[config.mk]
export PLATFORM = sky130hd
export DESIGN_NAME = wsd_regs
export DESIGN_NICKNAME = d
export VERILOG_FILES = /design/src/rtl/wsd_pkg.sv /design/src/rtl/wsd_regs.sv
export SDC_FILE = /design/constraint.sdc
export NUM_CORES = 1
export LEC_CHECK = 0
export ABC_CLOCK_PERIOD_IN_PS = 1700
export BUFFER_PORTS_ARGS = -buffer_cell sky130_fd_sc_hd__clkbuf_2
export CAP_MARGIN = 20
export CORE_MARGIN = 2
export CORE_UTILIZATION = 50
export CTS_BUF_LIST = sky130_fd_sc_hd__clkbuf_2 sky130_fd_sc_hd__clkbuf_4 sky130_fd_sc_hd__clkbuf_8
export DETAILED_ROUTE_END_ITERATION = 6
export PLACE_DENSITY_LB_ADDON = 0.15
export SKIP_LAST_GASP = 1
export SYNTH_ARGS = -nofsm -noshare
export SYNTH_HDL_FRONTEND = slang
export SYNTH_SLANG_ARGS = --single-unit
export TNS_END_PERCENT = 50
[constraint.sdc]
create_clock -name i_clk -period 1.7 [get_ports i_clk]
set_input_delay 0.17 -clock i_clk [delete_from_list [all_inputs] [get_ports i_clk]]
set_output_delay 0.17 -clock i_clk [all_outputs]
set_load 0.03 [all_outputs]
[src/rtl/wsd_pkg.sv]
package wsd_pkg;

    localparam int DEFAULT_MAX_WIDTH = 1024;

    // Nine window taps, indexed row * 3 + column, top left first.
    localparam int NTAPS  = 9;
    localparam int TAP_W  = 4;
    localparam int ROW_W  = 12;
    localparam int GEOM_W = 11;
    localparam int WROW_W = 24;
    localparam int SUM_W  = 28;
    localparam int ADDR_W = 5;
    localparam int DATA_W = 32;
    localparam int OUT_W  = 40;

    localparam logic [2:0] REG_WIDTH  = 3'd0;
    localparam logic [2:0] REG_HEIGHT = 3'd1;
    localparam logic [2:0] REG_WT_TOP = 3'd2;
    localparam logic [2:0] REG_WT_MID = 3'd3;
    localparam logic [2:0] REG_WT_BOT = 3'd4;

    localparam logic [GEOM_W-1:0] RST_WIDTH  = 11'd640;
    localparam logic [GEOM_W-1:0] RST_HEIGHT = 11'd480;
    localparam logic [WROW_W-1:0] RST_WEIGHT = 24'h010101;

    typedef struct packed {
        logic [GEOM_W-1:0]           width;
        logic [GEOM_W-1:0]           height;
        logic [2:0][WROW_W-1:0]      wts;
    } t_cfg;

    typedef struct packed {
        logic             accept;
        logic             load;
        logic             mac;
        logic [TAP_W-1:0] tap;
        logic             out_load;
        logic             advance;
    } t_cmd;

    typedef struct packed {
        logic has_result;
        logic out_free;
    } t_stat;

endpackage

[src/rtl/wsd_regs.sv]
module wsd_regs (
    input  logic                          i_clk,
    input  logic                          i_rst_n,
    input  logic                          psel,
    input  logic                          penable,
    input  logic                          pwrite,
    input  logic [wsd_pkg::ADDR_W-1:0]    paddr,
    input  logic [wsd_pkg::DATA_W-1:0]    pwdata,
    output logic [wsd_pkg::DATA_W-1:0]    prdata,
    output logic                          pready,
    output wsd_pkg::t_cfg                 o_cfg,
    output logic                          o_geom_wr
);

    wsd_pkg::t_cfg r_cfg;
    logic [2:0]    idx;
    logic          wr;

    assign idx    = paddr[4:2];
    assign wr     = psel && penable && pwrite;
    assign pready = 1'b1;
    assign o_cfg  = r_cfg;

    always_ff @(posedge i_clk) begin
        if (!i_rst_n) begin
            r_cfg.width  <= wsd_pkg::RST_WIDTH;
            r_cfg.height <= wsd_pkg::RST_HEIGHT;
            r_cfg.wts[0] <= wsd_pkg::RST_WEIGHT;
            r_cfg.wts[1] <= wsd_pkg::RST_WEIGHT;
            r_cfg.wts[2] <= wsd_pkg::RST_WEIGHT;
        end else if (wr) begin
            unique case (idx)
                wsd_pkg::REG_WIDTH:  r_cfg.width  <= pwdata[wsd_pkg::GEOM_W-1:0];
                wsd_pkg::REG_HEIGHT: r_cfg.height <= pwdata[wsd_pkg::GEOM_W-1:0];
                wsd_pkg::REG_WT_TOP: r_cfg.wts[0] <= pwdata[wsd_pkg::WROW_W-1:0];
                wsd_pkg::REG_WT_MID: r_cfg.wts[1] <= pwdata[wsd_pkg::WROW_W-1:0];
                wsd_pkg::REG_WT_BOT: r_cfg.wts[2] <= pwdata[wsd_pkg::WROW_W-1:0];
                default: ;
            endcase
        end
    end

    // A geometry write restarts the frame position.
    assign o_geom_wr = wr && ((idx == wsd_pkg::REG_WIDTH) || (idx == wsd_pkg::REG_HEIGHT));

    always_comb begin
        unique case (idx)
            wsd_pkg::REG_WIDTH:  prdata = wsd_pkg::DATA_W'(r_cfg.width);
            wsd_pkg::REG_HEIGHT: prdata = wsd_pkg::DATA_W'(r_cfg.height);
            wsd_pkg::REG_WT_TOP: prdata = wsd_pkg::DATA_W'(r_cfg.wts[0]);
            wsd_pkg::REG_WT_MID: prdata = wsd_pkg::DATA_W'(r_cfg.wts[1]);
            wsd_pkg::REG_WT_BOT: prdata = wsd_pkg::DATA_W'(r_cfg.wts[2]);
            default:             prdata = '0;
        endcase
    end

endmodule

==> impl_metrics.tcl <==
set metrics [dict create \
    ir_drop_uv 429.6 \
    yosys_warnings 0 \
    h-tree-depth 3 \
    syn_area_um2 4350 \
    largest_reg_flops 94 \
    wl_per_cell_um 15.98 \
    grtUsageTotal_pct 24.48 \
    initial_core_util_pct 50.63 \
    cts_root_buf "clkbuf_8" \
    cts_tree "yes" \
    setup_viol 0 \
    placed_area_um2 5238 \
    floorplan.die.height_um 97.28 \
    rsz0062_at_grt "false" \
    num_vias 3841 \
    stdcell_area_um2 5456 \
    p_total_w 0.004254 \
    required_ns 1.53 \
    cp-start-kind "register" \
    hold_buffers 0 \
    yosysUniqueCellTypes 29 \
    grt_pass1_vias 3745 \
    antenna_found_initial 0 \
    place_ws_ns 0.1306 \
    setup_tns_ns 0 \
    layout_setup_ws_ns 0.09686 \
    multi_input_area_um2 2203 \
    port_buffers 150 \
    ys_seq_area_share_pct 43.26 \
    ant_nets 0 \
    max_freq_ghz 0.6238 \
    post_cts_resized 0 \
    status "completed" \
    period_share_pct 94.30 \
    nNetsFinal 652 \
    clockBufferDepth 2 \
    gp_congestion 0.8198 \
    crit_path_end_kind "primary output" \
    via_per_inst 5.313 \
    gr-total-overflow 0 \
    fillCellCount 746 \
    die-width_um 97.28 \
    insertion_delay_ns 0.34 \
    register_area_um2 1882 \
    cts_buffers 9 \
    grt_max_degree 55 \
    diodes 0 \
    finalHoldViolations 0 \
    min_period_ns 1.603 \
    dp_cells 707 \
    skew_ns 0 \
    wl_mm 11.55 \
    critical_path_class "register to primary output" \
    drc 0 \
    cp_max_fo 3 \
    path_clk_slew_ns 0.09 \
    post-cts-setup-buffer-count 0 \
    ioPinCount 170 \
    place_hpwl_mm 8.177 \
    power_density_nw_per_um2 779.6 \
    hold_class "primary input to register" \
    die_area_um2 9463 \
    area_growth_syn_to_layout_pct 25.42 \
    drive_above_1_share_pct 33.98 \
    core_area_um2 8593 \
    first_pass_iters 4 \
    netlist_instances 462 \
    cp.arrival_ns 1.43 \
    drt_iter0_markers 117 \
    drv_slew 0 \
    p_leak_nw 2.660 \
    cts_sinks 94 \
    synth_seq_cells 94 \
    avgSynthCellArea_um2 9.416 \
    rows 34 \
    cap_violations 0 \
    finalNonFillerCells 723 \
    grt_pass1_wl_mm 18.86 \
]
## metrics by stage
stage	util, %	hold WS (ns)
global route	63.50	0.08958
floorplan	-	0.3122
global placement	60.95	0.4432
CTS	63.50	0.07701
detailed placement	60.95	0.4545
finish	63.50	0.09541
## cell type report
type,count,area share (%)
multi-input combinational,323,40.38
timing repair buffer,175,18.16
clock buffer,12,3.027
clock inverter,4,0.9860
sequential,94,34.49
tap,108,2.477
inverter,7,0.4815
## worst max-delay path: stages, from the launching register on
cell and delay (ns):
dfxtp_1 0.34, mux2_2 0.27, a22oi_1 0.15, o22ai_1 0.13, clkbuf_2 0.20
## final timing paths
| kind | from | endpoint | slack [ns] | cells past startpoint |
|---|---|---|---|---|
| max | o_cfg[28]$_SDFFE_PN0P_ | prdata[4] | 0.1 | 4 |
| min | pwdata[13] | o_cfg[37]$_SDFFE_PN0P_ | 0.1 | 3 |
| max reg2reg | o_cfg[40]$_SDFFE_PN1P_ | o_cfg[40]$_SDFFE_PN1P_ | 0.98 | 2 |
| min reg2reg | o_cfg[3]$_SDFFE_PN0P_ | o_cfg[3]$_SDFFE_PN0P_ | 0.48 | 2 |
## metal layers
| layer | part of all wire, % | routed length [µm] | track usage (%) | vias up |
|---|---|---|---|---|
| li1 | - | - | - | 1867 |
| met2 | 50 | 5725 | 41.83 | 122 |
| met4 | 0.81 | 94 | 6.517 | 0 |
| met1 | 44 | 5072 | 32.20 | 1844 |
| met3 | 5.7 | 657 | 4.173 | 8 |
| met5 | 0 | 0 | 0 | - |
## cell families (layout without fill, tap and decap cells)
kind of cell	count (synthesis)	count (layout)	synth area share (%)
compound gates	60	60	8.945
buf+inv	52	198	6.931
mux	110	110	25.63
simple gates	144	144	15.07
other cells	2	9	0.1726
flops	94	94	43.26
## where the power goes
| group | switching (W) | total, W | internal, W |
|---|---|---|---|
| Sequential | 0.0000146 | 0.00223 | 0.00222 |
| Clock | 0.000777 | 0.00158 | 0.000804 |
| Combinational | 0.000297 | 0.000441 | 0.000145 |
## synth_stat cells
cell type / n / area [µm²]
a22oi_1: 22 / 165.2
and4b_1: 1 / 10.01
buf_1: 1 / 3.750
buf_2: 7 / 35.03
buf_4: 12 / 90.09
buf_6: 4 / 45.04
buf_8: 2 / 30.03
clkbuf_1: 19 / 71.32
conb_1: 2 / 7.510
dfxtp_1: 94 / 1882
inv_1: 7 / 26.28
mux2_2: 11 / 123.9
mux2i_1: 99 / 991.0
nand2_1: 116 / 435.4
nand2b_1: 2 / 12.51
nand3_1: 3 / 15.01
nand3_2: 1 / 10.01
nand4_4: 1 / 21.27
nand4b_4: 1 / 23.77
nor2_1: 1 / 3.750
nor2_2: 1 / 6.260
nor2b_1: 12 / 75.07
nor3_1: 2 / 10.01
nor3b_1: 1 / 7.510
nor3b_4: 1 / 18.77
o211ai_1: 8 / 60.06
o21ai_0: 19 / 95.09
o22ai_1: 11 / 68.82
or2_1: 1 / 6.260
## cells in the final DEF (no fill, tap or decap), types with 2 or more instances in the layout
master	Yosys	layout
a22oi_1	22	22
nand2b_1	2	2
clkinvlp_4	0	2
nand2_1	116	116
clkbuf_2	0	149
mux2_2	11	11
mux2i_1	99	99
nand3_1	3	3
o21ai_0	19	15
dfxtp_1	94	94
o21ai_1	0	4
conb_1	2	9
buf_12	0	4
buf_4	12	22
o22ai_1	11	11
clkbuf_8	0	12
nor2b_1	12	12
inv_1	7	7
o211ai_1	8	8
Note: power is estimated with default switching activity, not from simulation.
