$ cat config.mk
export PLATFORM = sky130hd
export DESIGN_NAME = wsd_ctrl
export DESIGN_NICKNAME = d
export VERILOG_FILES = /design/src/rtl/wsd_pkg.sv /design/src/rtl/wsd_ctrl.sv
export SDC_FILE = /design/constraint.sdc
export NUM_CORES = 1
export LEC_CHECK = 0
export BUFFER_PORTS_ARGS = -buffer_cell sky130_fd_sc_hd__buf_4
export CORE_MARGIN = 3
export CORE_UTILIZATION = 30
export DETAILED_ROUTE_END_ITERATION = 7
export SETUP_SLACK_MARGIN = 0.15
export SLEW_MARGIN = 0
export SYNTH_ARGS = -nofsm -noshare
export SYNTH_HDL_FRONTEND = slang
export SYNTH_SLANG_ARGS = --single-unit
$ cat constraint.sdc
create_clock -name i_clk -period 2.2 [get_ports i_clk]
set_input_delay 0.55 -clock i_clk [delete_from_list [all_inputs] [get_ports i_clk]]
set_output_delay 0.55 -clock i_clk [all_outputs]
set_load 0.01 [all_outputs]
$ cat src/rtl/wsd_pkg.sv
package wsd_pkg;

    localparam int DEFAULT_MAX_WIDTH = 1024;

    // Nine window taps, indexed row * 3 + column, top left first.
    localparam int NTAPS  = 9;
    localparam int TAP_W  = 4;
    localparam int ROW_W  = 12;
    localparam int GEOM_W = 11;
    localparam int WROW_W = 24;
    localparam int SUM_W  = 28;
    localparam int ADDR_W = 5;
    localparam int DATA_W = 32;
    localparam int OUT_W  = 40;

    localparam logic [2:0] REG_WIDTH  = 3'd0;
    localparam logic [2:0] REG_HEIGHT = 3'd1;
    localparam logic [2:0] REG_WT_TOP = 3'd2;
    localparam logic [2:0] REG_WT_MID = 3'd3;
    localparam logic [2:0] REG_WT_BOT = 3'd4;

    localparam logic [GEOM_W-1:0] RST_WIDTH  = 11'd640;
    localparam logic [GEOM_W-1:0] RST_HEIGHT = 11'd480;
    localparam logic [WROW_W-1:0] RST_WEIGHT = 24'h010101;

    typedef struct packed {
        logic [GEOM_W-1:0]           width;
        logic [GEOM_W-1:0]           height;
        logic [2:0][WROW_W-1:0]      wts;
    } t_cfg;

    typedef struct packed {
        logic             accept;
        logic             load;
        logic             mac;
        logic [TAP_W-1:0] tap;
        logic             out_load;
        logic             advance;
    } t_cmd;

    typedef struct packed {
        logic has_result;
        logic out_free;
    } t_stat;

endpackage

$ cat src/rtl/wsd_ctrl.sv
module wsd_ctrl (
    input  logic           i_clk,
    input  logic           i_rst_n,
    input  logic           i_s_tvalid,
    output logic           o_s_tready,
    input  wsd_pkg::t_stat i_stat,
    output wsd_pkg::t_cmd  o_cmd
);

    localparam logic [1:0] S_IDLE = 2'd0;
    localparam logic [1:0] S_LOAD = 2'd1;
    localparam logic [1:0] S_MAC  = 2'd2;
    localparam logic [1:0] S_OUT  = 2'd3;

    logic [1:0]                r_state, n_state;
    logic [wsd_pkg::TAP_W-1:0] r_tap, n_tap;

    assign o_s_tready = (r_state == S_IDLE);

    always_comb begin
        n_state = r_state;
        n_tap   = r_tap;
        o_cmd   = '0;
        unique case (r_state)
            S_IDLE: begin
                if (i_s_tvalid) begin
                    o_cmd.accept = 1'b1;
                    n_state      = S_LOAD;
                end
            end
            S_LOAD: begin
                o_cmd.load = 1'b1;
                n_tap      = '0;
                if (i_stat.has_result) begin
                    n_state = S_MAC;
                end else begin
                    o_cmd.advance = 1'b1;
                    n_state       = S_IDLE;
                end
            end
            S_MAC: begin
                // One extra step drains the last product into the sum.
                o_cmd.mac = 1'b1;
                o_cmd.tap = r_tap;
                n_tap     = r_tap + 1'b1;
                if (r_tap == wsd_pkg::TAP_W'(wsd_pkg::NTAPS)) begin
                    n_state = S_OUT;
                end
            end
            S_OUT: begin
                if (i_stat.out_free) begin
                    o_cmd.out_load = 1'b1;
                    o_cmd.advance  = 1'b1;
                    n_state        = S_IDLE;
                end
            end
        endcase
    end

    always_ff @(posedge i_clk) begin
        if (!i_rst_n) begin
            r_state <= S_IDLE;
            r_tap   <= '0;
        end else begin
            r_state <= n_state;
            r_tap   <= n_tap;
        end
    end

endmodule

==> results_dict.tcl, run 1 <==
set metrics [dict create \
    whs_path_depth 2 \
    antenna_found_initial 0 \
    cts-htree-levels 1 \
    wl_per_cell_um 11.08 \
    finalNetCount 83 \
    synth_top_area_share_pct 26.30 \
    dieHeight_um 45.02 \
    path_max_fanout 12 \
    maxCapViolations 0 \
    finalCritPeriodShare_pct 85.85 \
    initial_core_util_pct 33.42 \
    holdWs_ns 0.5102 \
    cts_buffer_depth 2 \
    multi_input_area_um2 325.3 \
    tritoncts "done" \
    cp-end-kind "output pin" \
    synthesis.nets 65 \
    tightestPinTransition_ns 0.3416 \
    grt_first_pass_wirelength_um 1642 \
    rsz0062_at_grt "no" \
    grt_overflow 0 \
    synth_ff_type "dfxtp_1" \
    num_rows 13 \
    ys_types 22 \
    io_pins 15 \
    grt_util_all_layers_pct 11.35 \
    tns_ns 0 \
    post-place-ws_ns 0.3829 \
    dpl-instance-area_um2 575.6 \
    fmax_mhz 529.5 \
    grt_pass1_vias 378 \
    drive_above_1_share_pct 30.43 \
    setup_viol 0 \
    routed_wl_um 931 \
    finClkSkew_ns 0.008751 \
    insertion_delay_ns 0.25 \
    crit_start "r_state[0]" \
    p_total_uw 310.0 \
    clockRootBuffer "clkbuf_4" \
    drc 0 \
    via_per_inst 4.893 \
    ir_worst_vdd_uv 281.6 \
    setup.worst_path.start_class "flip-flop" \
    crit_type "reg -> out" \
    die-area_um2 2026 \
    cp_data_arrival_time_ns 1.34 \
    finalHoldViolCount 0 \
    yosysSeqAreaShare_pct 26.30 \
    final.fill_count 144 \
    synth.area.top_cells "dfxtp_1 (26%), ha_1 (19%), and2_1 (6.8%)" \
    syn_inst 53 \
    register_area_um2 120.1 \
    cts_inserted_buffers 3 \
    hpwlAfterDp_um 719.4 \
    async_flop_share_pct 0 \
    maxSlewHeadroom_pct 76.93 \
    leakage_nw 0.2751 \
    drtAntennaViolNets 0 \
    coreArea_um2 1366 \
    cts_setup_buffers 0 \
    min_path_type "reg -> reg" \
    path_clk_slew_ns 0.05 \
    critPathCapture "o_cmd[4]" \
    power_per_cell_area_nw_per_um2 507.7 \
    port_buffers 14 \
    dr.pass1.iters 4 \
    place_congestion 0.7638 \
    drtIter0Drc 9 \
    reg2reg_depth 6 \
    grt_max_degree 13 \
    final_common_cell "buf_4" \
    area_growth_pct 33.70 \
    slew_violations 0 \
    fp.dieW_um 45.02 \
    layout_common_cells "buf_4 (14), ha_1 (6), dfxtp_1 (6)" \
    post-route-min-period_ns 1.889 \
    synth_area_um2 456.7 \
    yosys_warnings 0 \
    synth-edff-count 0 \
    n_antenna_cell 0 \
    regToRegSetupSlack_ns 0.58 \
    final_area_um2 610.6 \
    fin_ws_ns 0.3113 \
    cts.sinks 6 \
    status "completed" \
    yosysTopAreaCell "dfxtp_1" \
    postSynthAreaPerCell_um2 8.617 \
    cp_data_required_time_ns 1.65 \
    r2r_start "r_state[0]" \
    synth-seq-cells 6 \
    via_count 411 \
]
-- routing by layer --
metal  vias up  wire length, µm  GRT usage, %
met5         -                0             0
met4         0                0         3.509
li1        214                -             -
met1       183              421         14.73
met3         0               72         5.976
met2        14              437         16.10
-- critical path, stage by stage, from the launching register on --
cell and delay (ns):
dfxtp_1 0.39, inv_1 0.13, ha_4 0.23, and2_1 0.20
buf_4 0.15
-- per-stage QoR --
step / utilization (%) / instances
5_1_grt: 44.69 / 84
2_1_floorplan: - / 53
4_1_cts: 43.96 / 84
3_5_place_dp: 42.12 / 81
6_report: 44.69 / 84
3_3_place_gp: 42.12 / 81
-- power breakdown --
part | switching (mW) | leakage, nW | total (mW) | internal [mW]
Clock | 0.0455 | 0.0138 | 0.108 | 0.0621
Sequential | 0.00499 | 0.0487 | 0.118 | 0.113
Combinational | 0.0418 | 0.213 | 0.0846 | 0.0429
Total | 0.0923 | 0.275 | 0.310 | 0.218
-- synthesized netlist by cell type (2+ instances only) --
| cell type | count |
|---|---|
| nand2_1 | 3 |
| ha_1 | 7 |
| inv_1 | 5 |
| nand3_1 | 3 |
| nor2_1 | 4 |
| nor2b_1 | 3 |
| and2_1 | 5 |
| nand3b_1 | 2 |
| o21ai_0 | 2 |
| a21boi_0 | 2 |
| dfxtp_1 | 6 |
-- logic make-up (layout without fill, tap and decap cells) --
logic type	after synthesis	after routing	share of synthesized area [%]
buffers and inverters	6	22	5.205
AND/OR/NAND/NOR	24	24	29.59
multiplexers	1	1	2.192
flip-flops	6	6	26.30
AO/OA/AOI/OAI	9	9	17.53
adder cells (fa/ha/maj)	7	7	19.18
-- what timing repair did --
| action | 4_1_cts | 5_1_grt |
|---|---|---|
| gates cloned | 0 | 0 |
| endpoints found under the setup margin | 1 | 1 |
| hold buffers | 0 | 0 |
| pin swaps | 0 | 0 |
| resized for setup | 1 | 1 |
-- area by class of cell --
cell class,instances,share of cell area (%)
flip-flops and latches,6,19.67
well taps,15,3.074
inverters,5,3.074
multi-input cells,41,53.28
clock buffers,3,3.689
repair buffers,14,17.21
-- worst min-delay path by stage --
stage / from / to / slack, ns
2_1_floorplan: flip-flop / flip-flop / 0.47
3_3_place_gp: flip-flop / flip-flop / 0.49
3_5_place_dp: flip-flop / flip-flop / 0.50
4_1_cts: flip-flop / flip-flop / 0.51
5_1_grt: r_tap[3] / r_tap[3] / 0.55
6_report: r_tap[3] / r_tap[3] / 0.51
No activity file was read; power rests on OpenSTA's default activity.
==> run 2, diff against run 1 <==
- REMOVE_ABC_BUFFERS: default -> 1
==> run 2 against run 1 <==
- power shrank 0.80%
- sequential share of layout area stayed put
- worst setup slack worse by 0.013 ns
- final cell count did not move
- non-clock buffer count unchanged
- critical path depth stayed put
- die area stayed put
- combinational power down 1%
- critical path type unchanged
- critical endpoint unchanged
==> results_dict.tcl, run 2 (synthesis gave the netlist of run 1 again) <==
set metrics [dict create \
    maxCapViolations 0 \
    drc 0 \
    place_congestion 0.7097 \
    cts_buffer_depth 2 \
    fin_cells 84 \
    path_clk_slew_ns 0.05 \
    cp_data_required_time_ns 1.65 \
    slew_violations 0 \
    multi_input_area_um2 325.3 \
    tightestPinTransition_ns 0.3276 \
    leakage_nw 0.2751 \
    grt_util_all_layers_pct 11.01 \
    n_antenna_cell 0 \
    coreArea_um2 1366 \
    drtAntennaViolNets 0 \
    drive_above_1_share_pct 30.43 \
    p_total_uw 307.5 \
    num_rows 13 \
    dieHeight_um 45.02 \
    wl_per_cell_um 11.05 \
    hold_buffers 0 \
    cts-htree-levels 1 \
    layout_common_cells "buf_4 (14), ha_1 (6), dfxtp_1 (6)" \
    drtIter0Drc 5 \
    fmax_mhz 525.7 \
    insertion_delay_ns 0.25 \
    finalCritPeriodShare_pct 86.46 \
    finClkSkew_ns 0.007901 \
    finalNetCount 83 \
    via_count 410 \
    tns_ns 0 \
    routed_wl_um 928 \
    path_max_fanout 12 \
    cts_inserted_buffers 3 \
    power_per_cell_area_nw_per_um2 503.7 \
    register_area_um2 120.1 \
    port_buffers 14 \
    final.fill_count 138 \
    grt_max_degree 13 \
    maxSlewHeadroom_pct 77.88 \
    min_path_type "reg -> reg" \
    area_growth_pct 33.70 \
    antenna_found_initial 0 \
    cts.sinks 6 \
    die-area_um2 2026 \
    via_per_inst 4.881 \
    fin_util_pct 44.69 \
    grt_pass1_vias 355 \
    finalHoldViolCount 0 \
    crit_type "reg -> out" \
    fp.dieW_um 45.02 \
    setup.worst_path.start_class "flip-flop" \
    io_pins 15 \
    ir_worst_vdd_uv 215.6 \
    setup_viol 0 \
    clockRootBuffer "clkbuf_4" \
    dp.cells 81 \
    status "completed" \
    final_common_cell "buf_4" \
    cp-end-kind "output pin" \
    rsz0062_at_grt "no" \
    dr.pass1.iters 4 \
    tritoncts "done" \
    grt_overflow 0 \
    post-route-min-period_ns 1.902 \
    initial_core_util_pct 33.42 \
    cp_data_arrival_time_ns 1.35 \
    grt_first_pass_wirelength_um 1518 \
]
[run 2: layout make-up]
type                            count  share of cell area (%)
Clock buffer                        3                   3.689
Timing Repair Buffer               14                   17.21
Inverter                            5                   3.074
Multi-Input combinational cell     41                   53.28
Sequential cell                     6                   19.67
Tap cell                           15                   3.074
[run 2: worst max-delay path, cell delays in order, from the launching register on]
cell and delay (ns):
dfxtp_1 0.40, inv_1 0.13, ha_4 0.23, and2_1 0.20, buf_4 0.15
[run 2: timing repair]
action,4_1_cts,5_1_grt
setup endpoints to repair,2,1
resized for setup,1,1
pin swaps,0,0
buffers inserted,0,0
gates cloned,0,0
[run 2: per-stage QoR]
step                      hold WS, ns  worst slack, ns  instance area (µm²)
after global placement         0.4943           0.4237                575.6
final                          0.5122           0.2979                610.6
after global routing           0.5603           0.2235                610.6
after detailed placement       0.5027           0.3775                575.6
after CTS                      0.5104           0.2196                600.6
after floorplan                0.4710           0.5479                451.7
[run 2: worst paths after layout]
kind / startpoint / to / slack, ns / cells after the start
hold reg to reg: r_tap[3] / r_tap[3] / 0.51 / 2
setup reg to reg: r_state[0] / flip-flop / 0.55 / 6
setup / recovery: r_state[0] / o_cmd[4] / 0.30 / 4
hold / removal: r_tap[3] / r_tap[3] / 0.51 / 2
[run 2: report_power, final]
group          switching (mW)  internal (mW)  leakage [nW]  total [mW]
registers             0.00510          0.113        0.0487       0.118
logic                  0.0410         0.0426         0.213      0.0836
clock network          0.0440         0.0620        0.0138       0.106
total                  0.0901          0.217         0.275       0.308
[run 2: metal layers]
layer	vias up	global-route usage (%)	wire length [µm]
met5	-	0	0
met4	0	5.263	8
met3	2	7.171	55
met2	8	15.82	425
met1	187	12.53	439
li1	213	-	-
